<file path="src/sv/assert_macros.svh">
// Assertion macros included by the allocator RTL.
`ifndef ASSERT_MACROS_SVH
`define ASSERT_MACROS_SVH
`ifndef SYNTHESIS
`define BFSA_ASSERT(label, clk, rst_n, prop, msg) \
  label: assert property (@(posedge clk) disable iff (!rst_n) prop) else $error(msg);
`define BFSA_ASSERT_IMPLIES(label, clk, rst_n, ante, cons, msg) \
  label: assert property (@(posedge clk) disable iff (!rst_n) (ante) |-> (cons)) \
    else $error(msg);
`else
`define BFSA_ASSERT(label, clk, rst_n, prop, msg)
`define BFSA_ASSERT_IMPLIES(label, clk, rst_n, ante, cons, msg)
`endif
`endif

</file>
<file path="src/sv/bfsa_pkg.sv">
package bfsa_pkg;

  localparam int MaxSegments = 16;
  localparam int SlotBits    = $clog2(MaxSegments);
  localparam int CountBits   = SlotBits + 1;
  localparam int AddrBits    = 16;
  localparam int IdBits      = 16;
  localparam int TimeBits    = 24;
  localparam int UsedBits    = AddrBits + SlotBits;
  localparam int CmdBits     = 3;
  localparam int StatusBits  = 3;
  localparam int InDataBits  = 80;
  localparam int OutDataBits = 72;

  localparam logic [AddrBits-1:0] ResetMemSize = AddrBits'(1024);

  typedef enum logic [CmdBits-1:0] {
    CmdAdd     = 3'd0,
    CmdRemove  = 3'd1,
    CmdAdvance = 3'd2,
    CmdCompact = 3'd3,
    CmdProbe   = 3'd4
  } cmd_e;

  typedef enum logic [StatusBits-1:0] {
    StOk        = 3'd0,
    StIdPresent = 3'd1,
    StIdUnknown = 3'd2,
    StNoHole    = 3'd3,
    StTableFull = 3'd4
  } status_e;

endpackage

</file>
<file path="src/sv/best_fit_segment_allocator.sv">
// Channel  | Dir | Signals                 | Word
// ---------+-----+-------------------------+-----------------------------------------
// command  | in  | s_tvalid/tready/tdata/tuser | tuser: cmd; tdata: id, size, time, delta
// result   | out | m_tvalid/tready/tdata/tuser | tuser: status; tdata: result fields
// config   | in  | cfg_we/cfg_wdata        | memory size, taken at once
//
// One command starts with a scan of all 16 table slots, then runs one or two
// address-order walks. A walk visits each resident segment with a search of the
// slot table plus one step, then closes with one more search and step; add and
// compact run two walks. A single slot-table read port sets the pace.
// Reset empties the table and sets the memory size to 1024; a result waiting on
// the output does not keep the block from taking the next command.
`include "assert_macros.svh"

module best_fit_segment_allocator (
  input  logic                               clk_i,
  input  logic                               rst_ni,
  input  logic                               cfg_we_i,
  input  logic [bfsa_pkg::AddrBits-1:0]      cfg_wdata_i,
  input  logic                               s_tvalid_i,
  output logic                               s_tready_o,
  // owner_id[15:0], request_size[31:16], run_time[55:32], time_delta[79:56]
  input  logic [bfsa_pkg::InDataBits-1:0]    s_tdata_i,
  // cmd[2:0]
  input  logic [bfsa_pkg::CmdBits-1:0]       s_tuser_i,
  output logic                               m_tvalid_o,
  input  logic                               m_tready_i,
  // placed_at[15:0], hole_found[16], hole_size[32:17], freed_count[37:33],
  // free_total[53:38], first_free[70:54], no_segments[71]
  output logic [bfsa_pkg::OutDataBits-1:0]   m_tdata_o,
  // status[2:0]
  output logic [bfsa_pkg::StatusBits-1:0]    m_tuser_o
);
  import bfsa_pkg::*;

  typedef enum logic [2:0] {
    StIdle, StScan, StSrch, StStep, StInsert, StDone
  } state_e;

  state_e state_q;

  // Slot table.
  logic [MaxSegments-1:0] valid_q;
  logic [IdBits-1:0]      owner_q [MaxSegments];
  logic [AddrBits-1:0]    base_q  [MaxSegments];
  logic [AddrBits-1:0]    len_q   [MaxSegments];
  logic [TimeBits-1:0]    time_q  [MaxSegments];

  logic [AddrBits-1:0] mem_q;

  // Latched command.
  cmd_e                cmd_q;
  logic [IdBits-1:0]   id_q;
  logic [AddrBits-1:0] req_q;
  logic [TimeBits-1:0] rt_q;
  logic [TimeBits-1:0] dt_q;

  // Sequencer and walk registers.
  logic [SlotBits-1:0]  idx_q;
  logic                 final_q;
  logic                 hit_q;
  logic                 free_v_q;
  logic [SlotBits-1:0]  free_idx_q;
  logic [CountBits-1:0] freed_cnt_q;
  logic                 cand_q;
  logic [SlotBits-1:0]  cand_idx_q;
  logic [AddrBits-1:0]  cand_base_q;
  logic [AddrBits-1:0]  cand_len_q;
  logic                 have_last_q;
  logic [AddrBits-1:0]  last_base_q;
  logic [AddrBits:0]    fit_cur_q;
  logic                 best_v_q;
  logic [AddrBits-1:0]  best_size_q;
  logic [AddrBits-1:0]  best_addr_q;
  logic [AddrBits:0]    cmp_cur_q;
  logic [AddrBits:0]    stat_cur_q;
  logic [UsedBits-1:0]  used_q;
  logic                 gap_q;
  logic [CountBits-1:0] count_q;

  // Output register.
  logic                  m_valid_q;
  logic [StatusBits-1:0] status_q;
  logic [AddrBits-1:0]   placed_q;
  logic                  found_q;
  logic [AddrBits-1:0]   hsize_q;
  logic [CountBits-1:0]  freed_q;
  logic [AddrBits-1:0]   free_total_q;
  logic [AddrBits:0]     first_free_q;
  logic                  no_seg_q;

  // Table read at the sequencer index.
  logic                rd_valid;
  logic [IdBits-1:0]   rd_owner;
  logic [AddrBits-1:0] rd_base;
  logic [AddrBits-1:0] rd_len;
  logic [TimeBits-1:0] rd_time;
  logic                idx_last;
  logic                match;
  logic                expire;
  logic                better;

  assign rd_valid = valid_q[idx_q];
  assign rd_owner = owner_q[idx_q];
  assign rd_base  = base_q[idx_q];
  assign rd_len   = len_q[idx_q];
  assign rd_time  = time_q[idx_q];
  assign idx_last = (idx_q == SlotBits'(MaxSegments - 1));
  assign match    = rd_valid && (rd_owner == id_q);
  assign expire   = (rd_time <= dt_q);
  assign better   = rd_valid && (!have_last_q || rd_base > last_base_q) &&
                    (!cand_q || rd_base < cand_base_q);

  // Hole check for the current walk step.
  logic              fit_en;
  logic [AddrBits:0] end_addr;
  logic [AddrBits:0] fit_hole;
  logic [AddrBits:0] cand_end;
  logic              fit_take;
  logic              compact_pass;
  logic              ins_ok;

  assign fit_en       = (req_q != '0) &&
                        ((cmd_q == CmdAdd && !final_q) || cmd_q == CmdProbe);
  assign end_addr     = cand_q ? {1'b0, cand_base_q} : {1'b0, mem_q};
  assign fit_hole     = end_addr - fit_cur_q;
  assign cand_end     = {1'b0, cand_base_q} + {1'b0, cand_len_q};
  assign fit_take     = fit_en && (end_addr > fit_cur_q) && (fit_hole >= {1'b0, req_q}) &&
                        (!best_v_q || fit_hole < {1'b0, best_size_q});
  assign compact_pass = (cmd_q == CmdCompact) && !final_q;
  assign ins_ok       = (state_q == StInsert) && (cmd_q == CmdAdd) && !hit_q &&
                        best_v_q && free_v_q;

  // Result word.
  logic [StatusBits-1:0] res_status;
  logic [AddrBits-1:0]   res_free;
  logic [AddrBits:0]     res_first;

  always_comb begin
    case (cmd_q)
      CmdAdd: begin
        if (hit_q)          res_status = StIdPresent;
        else if (!best_v_q) res_status = StNoHole;
        else if (!free_v_q) res_status = StTableFull;
        else                res_status = StOk;
      end
      CmdRemove: res_status = hit_q ? StOk : StIdUnknown;
      CmdProbe: begin
        if (hit_q)          res_status = StIdPresent;
        else if (!best_v_q) res_status = StNoHole;
        else                res_status = StOk;
      end
      default: res_status = StOk;
    endcase
    res_free  = ({{SlotBits{1'b0}}, mem_q} >= used_q) ?
                (mem_q - used_q[AddrBits-1:0]) : '0;
    res_first = (gap_q || stat_cur_q < {1'b0, mem_q}) ?
                stat_cur_q : ({1'b0, mem_q} + (AddrBits+1)'(1));
  end

  // Slot payload writes.
  always_ff @(posedge clk_i) begin
    if (state_q == StScan && cmd_q == CmdAdvance && rd_valid && !expire) begin
      time_q[idx_q] <= rd_time - dt_q;
    end
    if (state_q == StStep && cand_q && compact_pass) begin
      base_q[cand_idx_q] <= cmp_cur_q[AddrBits-1:0];
    end
    if (ins_ok) begin
      owner_q[free_idx_q] <= id_q;
      base_q[free_idx_q]  <= best_addr_q;
      len_q[free_idx_q]   <= req_q;
      time_q[free_idx_q]  <= rt_q;
    end
  end

  // Sequencer, valid bits and output register.
  always_ff @(posedge clk_i or negedge rst_ni) begin
    if (!rst_ni) begin
      state_q     <= StIdle;
      valid_q     <= '0;
      mem_q       <= ResetMemSize;
      m_valid_q   <= 1'b0;
      idx_q       <= '0;
      final_q     <= 1'b0;
      hit_q       <= 1'b0;
      free_v_q    <= 1'b0;
      free_idx_q  <= '0;
      freed_cnt_q <= '0;
      cand_q      <= 1'b0;
      cand_idx_q  <= '0;
      cand_base_q <= '0;
      cand_len_q  <= '0;
      have_last_q <= 1'b0;
      last_base_q <= '0;
      fit_cur_q   <= '0;
      best_v_q    <= 1'b0;
      best_size_q <= '0;
      best_addr_q <= '0;
      cmp_cur_q   <= '0;
      stat_cur_q  <= '0;
      used_q      <= '0;
      gap_q       <= 1'b0;
      count_q     <= '0;
      cmd_q       <= CmdAdd;
      id_q        <= '0;
      req_q       <= '0;
      rt_q        <= '0;
      dt_q        <= '0;
      status_q    <= '0;
      placed_q    <= '0;
      found_q     <= 1'b0;
      hsize_q     <= '0;
      freed_q     <= '0;
      free_total_q <= '0;
      first_free_q <= '0;
      no_seg_q    <= 1'b0;
    end else begin
      // The result register drains here unless a new word is loaded below.
      if (m_valid_q && m_tready_i && state_q != StDone) begin
        m_valid_q <= 1'b0;
      end
      // A new memory size empties the table.
      if (cfg_we_i) begin
        mem_q   <= cfg_wdata_i;
        valid_q <= '0;
      end
      case (state_q)
        StIdle: begin
          if (s_tvalid_i) begin
            cmd_q       <= cmd_e'(s_tuser_i);
            id_q        <= s_tdata_i[15:0];
            req_q       <= s_tdata_i[31:16];
            rt_q        <= s_tdata_i[55:32];
            dt_q        <= s_tdata_i[79:56];
            idx_q       <= '0;
            hit_q       <= 1'b0;
            free_v_q    <= 1'b0;
            freed_cnt_q <= '0;
            state_q     <= StScan;
          end
        end
        // Owner lookup, free slot search, expiry and removal.
        StScan: begin
          if (match) begin
            hit_q <= 1'b1;
            if (cmd_q == CmdRemove) valid_q[idx_q] <= 1'b0;
          end
          if (!rd_valid && !free_v_q) begin
            free_v_q   <= 1'b1;
            free_idx_q <= idx_q;
          end
          if (cmd_q == CmdAdvance && rd_valid && expire) begin
            valid_q[idx_q] <= 1'b0;
            freed_cnt_q    <= freed_cnt_q + CountBits'(1);
          end
          idx_q <= idx_q + SlotBits'(1);
          if (idx_last) begin
            final_q     <= !(cmd_q == CmdAdd || cmd_q == CmdCompact);
            fit_cur_q   <= '0;
            best_v_q    <= 1'b0;
            best_size_q <= '0;
            best_addr_q <= '0;
            cand_q      <= 1'b0;
            have_last_q <= 1'b0;
            cmp_cur_q   <= '0;
            stat_cur_q  <= '0;
            used_q      <= '0;
            gap_q       <= 1'b0;
            count_q     <= '0;
            state_q     <= StSrch;
          end
        end
        // Find the lowest base above the last visited one.
        StSrch: begin
          if (better) begin
            cand_q      <= 1'b1;
            cand_idx_q  <= idx_q;
            cand_base_q <= rd_base;
            cand_len_q  <= rd_len;
          end
          idx_q <= idx_q + SlotBits'(1);
          if (idx_last) state_q <= StStep;
        end
        // Visit one segment, or close the walk at the top of memory.
        StStep: begin
          if (fit_take) begin
            best_v_q    <= 1'b1;
            best_size_q <= fit_hole[AddrBits-1:0];
            best_addr_q <= fit_cur_q[AddrBits-1:0];
          end
          if (cand_q) begin
            fit_cur_q   <= cand_end;
            used_q      <= used_q + UsedBits'(cand_len_q);
            if (!gap_q) begin
              if ({1'b0, cand_base_q} > stat_cur_q) gap_q <= 1'b1;
              else stat_cur_q <= cand_end;
            end
            cmp_cur_q   <= cmp_cur_q + {1'b0, cand_len_q};
            count_q     <= count_q + CountBits'(1);
            have_last_q <= 1'b1;
            last_base_q <= cand_base_q;
            cand_q      <= 1'b0;
            idx_q       <= '0;
            state_q     <= StSrch;
          end else if (final_q) begin
            state_q <= StDone;
          end else if (cmd_q == CmdAdd) begin
            state_q <= StInsert;
          end else begin
            final_q     <= 1'b1;
            have_last_q <= 1'b0;
            stat_cur_q  <= '0;
            used_q      <= '0;
            gap_q       <= 1'b0;
            count_q     <= '0;
            idx_q       <= '0;
            state_q     <= StSrch;
          end
        end
        // Place the new segment, then walk again for the totals.
        StInsert: begin
          if (ins_ok) valid_q[free_idx_q] <= 1'b1;
          final_q     <= 1'b1;
          have_last_q <= 1'b0;
          stat_cur_q  <= '0;
          used_q      <= '0;
          gap_q       <= 1'b0;
          count_q     <= '0;
          idx_q       <= '0;
          state_q     <= StSrch;
        end
        StDone: begin
          if (!m_valid_q || m_tready_i) begin
            m_valid_q    <= 1'b1;
            status_q     <= res_status;
            placed_q     <= (cmd_q == CmdAdd && res_status == StOk) ? best_addr_q : '0;
            found_q      <= (cmd_q == CmdProbe && res_status == StOk);
            hsize_q      <= (cmd_q == CmdProbe && res_status == StOk) ? best_size_q : '0;
            freed_q      <= freed_cnt_q;
            free_total_q <= res_free;
            first_free_q <= res_first;
            no_seg_q     <= (count_q == '0);
            state_q      <= StIdle;
          end
        end
        default: state_q <= StIdle;
      endcase
    end
  end

  assign s_tready_o = (state_q == StIdle);
  assign m_tvalid_o = m_valid_q;
  assign m_tdata_o  = {no_seg_q, first_free_q, free_total_q, freed_q,
                       hsize_q, found_q, placed_q};
  assign m_tuser_o  = status_q;

  // An empty memory reports all of it as free.
  `BFSA_ASSERT_IMPLIES(a_empty_all_free, clk_i, rst_ni, m_valid_q && no_seg_q, free_total_q == mem_q, "empty memory with free total short of its size")
  // A found hole comes with status ok and a nonzero size.
  `BFSA_ASSERT_IMPLIES(a_hole_ok, clk_i, rst_ni, m_valid_q && found_q, status_q == StOk && hsize_q != '0, "hole reported with bad status or size")
  // The last search cycle always hands over to a walk step.
  `BFSA_ASSERT(a_search_to_step, clk_i, rst_ni, (state_q == StSrch && idx_last) |=> (state_q == StStep), "search did not end in a walk step")

endmodule
</file>
<file path="config.mk">
export PLATFORM = sky130hd
export DESIGN_NAME = best_fit_segment_allocator
export DESIGN_NICKNAME = d
export VERILOG_FILES = /design/src/sv/bfsa_pkg.sv /design/src/sv/best_fit_segment_allocator.sv
export VERILOG_INCLUDE_DIRS = /design/src /design/src/sv
export SDC_FILE = /design/constraint.sdc
export NUM_CORES = 2
export LEC_CHECK = 0
export ABC_AREA = 1
export BUFFER_PORTS_ARGS = -buffer_cell sky130_fd_sc_hd__buf_2
export CORE_MARGIN = 4
export CORE_UTILIZATION = 60
export DETAILED_ROUTE_END_ITERATION = 10
export PLACE_DENSITY = 0.77
export SLEW_MARGIN = 20
export SYNTH_ARGS = -nofsm -noshare
export SYNTH_HDL_FRONTEND = slang
export SYNTH_SLANG_ARGS = --single-unit
</file>
<file path="constraint.sdc">
create_clock -name clk_i -period 7.4 [get_ports clk_i]
set_clock_uncertainty 0.2 [all_clocks]
set_input_delay 0.74 -clock clk_i [delete_from_list [all_inputs] [get_ports clk_i]]
set_output_delay 0.74 -clock clk_i [all_outputs]
set_load 0.01 [all_outputs]
</file>
==> metrics.txt <==
count leader, synth nand2_1; FF-to-FF setup slack 1.12 ns; GRT Total Usage 0.314; FF-to-FF Start idx_q[0]; Fin Setup TNS 0 ns; Starting Density 0.605; crit-path most repeated cell nand2_1; capturing point of the worst reg2reg path time_q[15][13]; synth warn 0; TritonCTS clock tree built; first-pass GRT wire length slightly below 300000 µm; Final period util 0.848; hold depth 3; Seq pwr share 0.385; Int Pwr around 20000 µW; ys async rst share 0.245; nets a little under 7000; Power per Cell Area around 440 mW/mm²; slowest stage delay, CP between 0.8 and 0.9 ns; cell taking the most area after synthesis edfxtp_1; initial antenna violation count 9; ranking of synthesized cells by area edfxtp_1 (51%), dfrtp_1 (14%), o21ai_0 (6.6%); Sw Pwr around 14000 µW; root buffer cell clkbuf_16; CTS H-Tree Depth 4; hold_sp cfg_wdata_i[0]; maximum clock insertion buffer count 3; Clock transition at path regs approximately 0.06 ns; largest net degree at the start of global routing about 230; cell family with most CP delay simple AND/OR/NAND/NOR gates; Die X between 300 and 400 µm; Startpoint Class flop; Post-Synthesis Cell Area between 0.06 and 0.07 mm²; Max rail drop VDD roughly 360 µV; register bit total from synthesis between 1500 and 2000; Post-synth EDFFs between 1000 and 1500; drt wl/cell roughly 23 µm; WHS Endpoint mem_q[0]; I/O pins about 180; Hold Vio Cnt, Final 0; post-CTS setup buffer count 0; Avg Inst Size Synth 10.6 µm²; via count between 50000 and 60000; WP data required 7.59 ns; FP Rows about 120; post-cts sizing count 0; Syn Nets roughly 6800; Slew headroom 0.193; Die Ht around 350 µm; pre-CTS setup slack ~1.4 ns; Cell Chain, Critical Path buf_4 > o21ai_0 > o22ai_1 > nand2_1 > nand4_1 > inv_1 > fa_1 > o21a_1 > o21ai_1 > nand3_1 > nand2_1 > nand2_1 > nand2_1 > o41ai_1 > o21ai_1 > nand3_1 > nor2_4; drt first-iter violations between 6000 and 7000; DP Wirelength about 120000 µm; Critical Path Fanout Max around 110; Register-to-Register Path Depth 17; CTS Buf Count ~150; Pre-antenna DRT Iters 8; die footprint approximately 0.12 mm²; top cell type's share of synthesized area 0.507; final worst slack between 1 and 1.5 ns; Seq/Total Area, Yosys 0.644; global placement routability congestion ~0.96; max_cap viols 0; clock group share of total power 0.231; GRT overflow 0; Slew @ Worst Pin 1.21 ns; Net Sw Frac 0.403; CP endpoint kind flop; worst skew pair latency between 0.7 and 0.8 ns; share of total power in combinational logic 0.384; number of global-route vias before repair approximately 50000; DRC Markers 0; fin. max-slew vios 0; Post-DRT Antenna Nets 0; Buf/Inv on CP 2; layout cells sized above 1 0.0895; top post-synthesis cells by count nand2_1 (1175), edfxtp_1 (1152), o21ai_0 (894); leak pwr approximately 0.03 µW; Hold Crit Class input port to flop; Final setup viols 0; Syn Inst Count roughly 6400; unrepaired setup endpoints after global routing false; minimum clock period 6.28 ns; Port Buffers 180; Max Clk Rate 159 MHz; Primary FF master, synth edfxtp_1; P&R area growth vs syn 12.4%; critical setup path kind flop to flop; core area between 0.1 and 0.15 mm²; outcome completed; Crit path arrival time roughly 6.5 ns; final wirelength between 150000 and 200000 µm; DR vias/cell approximately 6.2; library cells used by synthesis 55; Sink Count 1525; Slowest-stage cell, CP nor2_4
==> kinds of logic (layout without fill, tap and decap cells) <==
group,count (synthesis),count (layout),synth area share
xor+xnor,90,90,0.0116
simple gates,2359,2359,0.139
flops,1525,1525,0.644
fa+ha+maj,210,210,0.0392
other cells,0,3,0
buf+inv,730,1061,0.0444
compound gates,1523,1523,0.121
==> worst max-delay path by stage <==
stage,start,endpoint,cells after the start
final,idx_q[0],time_q[15][13],17
after global routing,idx_q[0],time_q[6][2],17
after CTS,idx_q[0],time_q[15][1],17
after detailed placement,idx_q[0],time_q[15][14],17
after global placement,idx_q[0],time_q[15][8],17
after floorplan,idx_q[1],time_q[12][0],22
==> worst min-delay path, delay by kind of cell <==
| kind | cells | cell delay [ns] |
|---|---|---|
| simple gates | 1 | 0.07 |
| buf+inv | 1 | 0.08 |
| compound gates | 1 | 0.09 |
==> through the flow <==
step	instance area (µm²)	instances	hold slack (ns)	total power (µW)	utilization
after CTS	76600	8268	0.00239	33600	0.680
final	76600	8271	0.0449	33900	0.680
after global placement	70700	7905	0.253	25300	0.628
after detailed placement	70700	7905	0.258	25700	0.628
after global routing	76600	8268	0.0210	35600	0.680
after floorplan	68200	6437	0.242	21000	-
==> layout make-up <==
class / count / area, µm²
Clock buffer: 215 / 4290
Sequential cell: 1525 / 43900
Multi-Input combinational cell: 4182 / 21600
Tap cell: 1500 / 1880
Clock inverter: 70 / 796
Antenna cell: 3 / 7.51
Timing Repair Buffer: 372 / 2620
Inverter: 404 / 1530
Fill cell: 8016 / 36000
==> power by group through the flow <==
stage | registers [µW] | logic [µW] | clock network, µW
6_report | 13000 | 13000 | 7820
5_1_grt | 13100 | 14200 | 8220
4_1_cts | 13000 | 12700 | 7880
3_5_place_dp | 13200 | 12600 | 0
3_3_place_gp | 13100 | 12200 | 0
2_1_floorplan | 12700 | 8280 | 0
==> routing by layer <==
metal	track usage	wire length (µm)	up-vias
met5	0	66	-
met4	0.129	8310	10
met3	0.0752	21600	508
met2	0.493	88700	2998
met1	0.424	72600	24647
li1	-	-	22987
==> state kept, by name, indices dropped and copies added (netlist names), 17 cells and up <==
name	count
rt_q	24
dt_q	24
fit_cur_q	17
stat_cur_q	17
base_q	256
time_q	384
len_q	256
first_free_q	17
used_q	20
owner_q	256
==> placed cells by master, fill, tap and decap left out, drive strengths merged, types with 7 or more instances in the layout <==
| cell type | netlist | layout |
|---|---|---|
| nand3b | 10 | 10 |
| edfxtp | 1152 | 1152 |
| nor3 | 41 | 41 |
| xor2 | 57 | 57 |
| nor2 | 851 | 851 |
| a31oi | 11 | 11 |
| ha | 204 | 204 |
| o22ai | 289 | 289 |
| buf | 103 | 294 |
| o21bai | 13 | 13 |
| clkinvlp | 0 | 7 |
| a211oi | 8 | 8 |
| o21ai | 942 | 942 |
| nand2 | 1176 | 1176 |
| or2 | 10 | 10 |
| dlygate4sd3 | 0 | 78 |
| nand3 | 163 | 163 |
| nor4 | 9 | 9 |
| clkbuf | 223 | 215 |
| nand4 | 96 | 96 |
| inv | 402 | 407 |
| a21oi | 189 | 189 |
| bufinv | 0 | 12 |
| o31ai | 26 | 26 |
| clkinv | 2 | 48 |
| xnor2 | 33 | 33 |
| dfrtp | 372 | 372 |
| o21a | 8 | 8 |
==> timing repair <==
| item | CTS | global route |
|---|---|---|
| endpoints found under the setup margin | 0 | 0 |
| hold endpoints to repair | 138 | 0 |
| hold buffers | 78 | 0 |
Note: power is estimated with default switching activity, not from simulation.
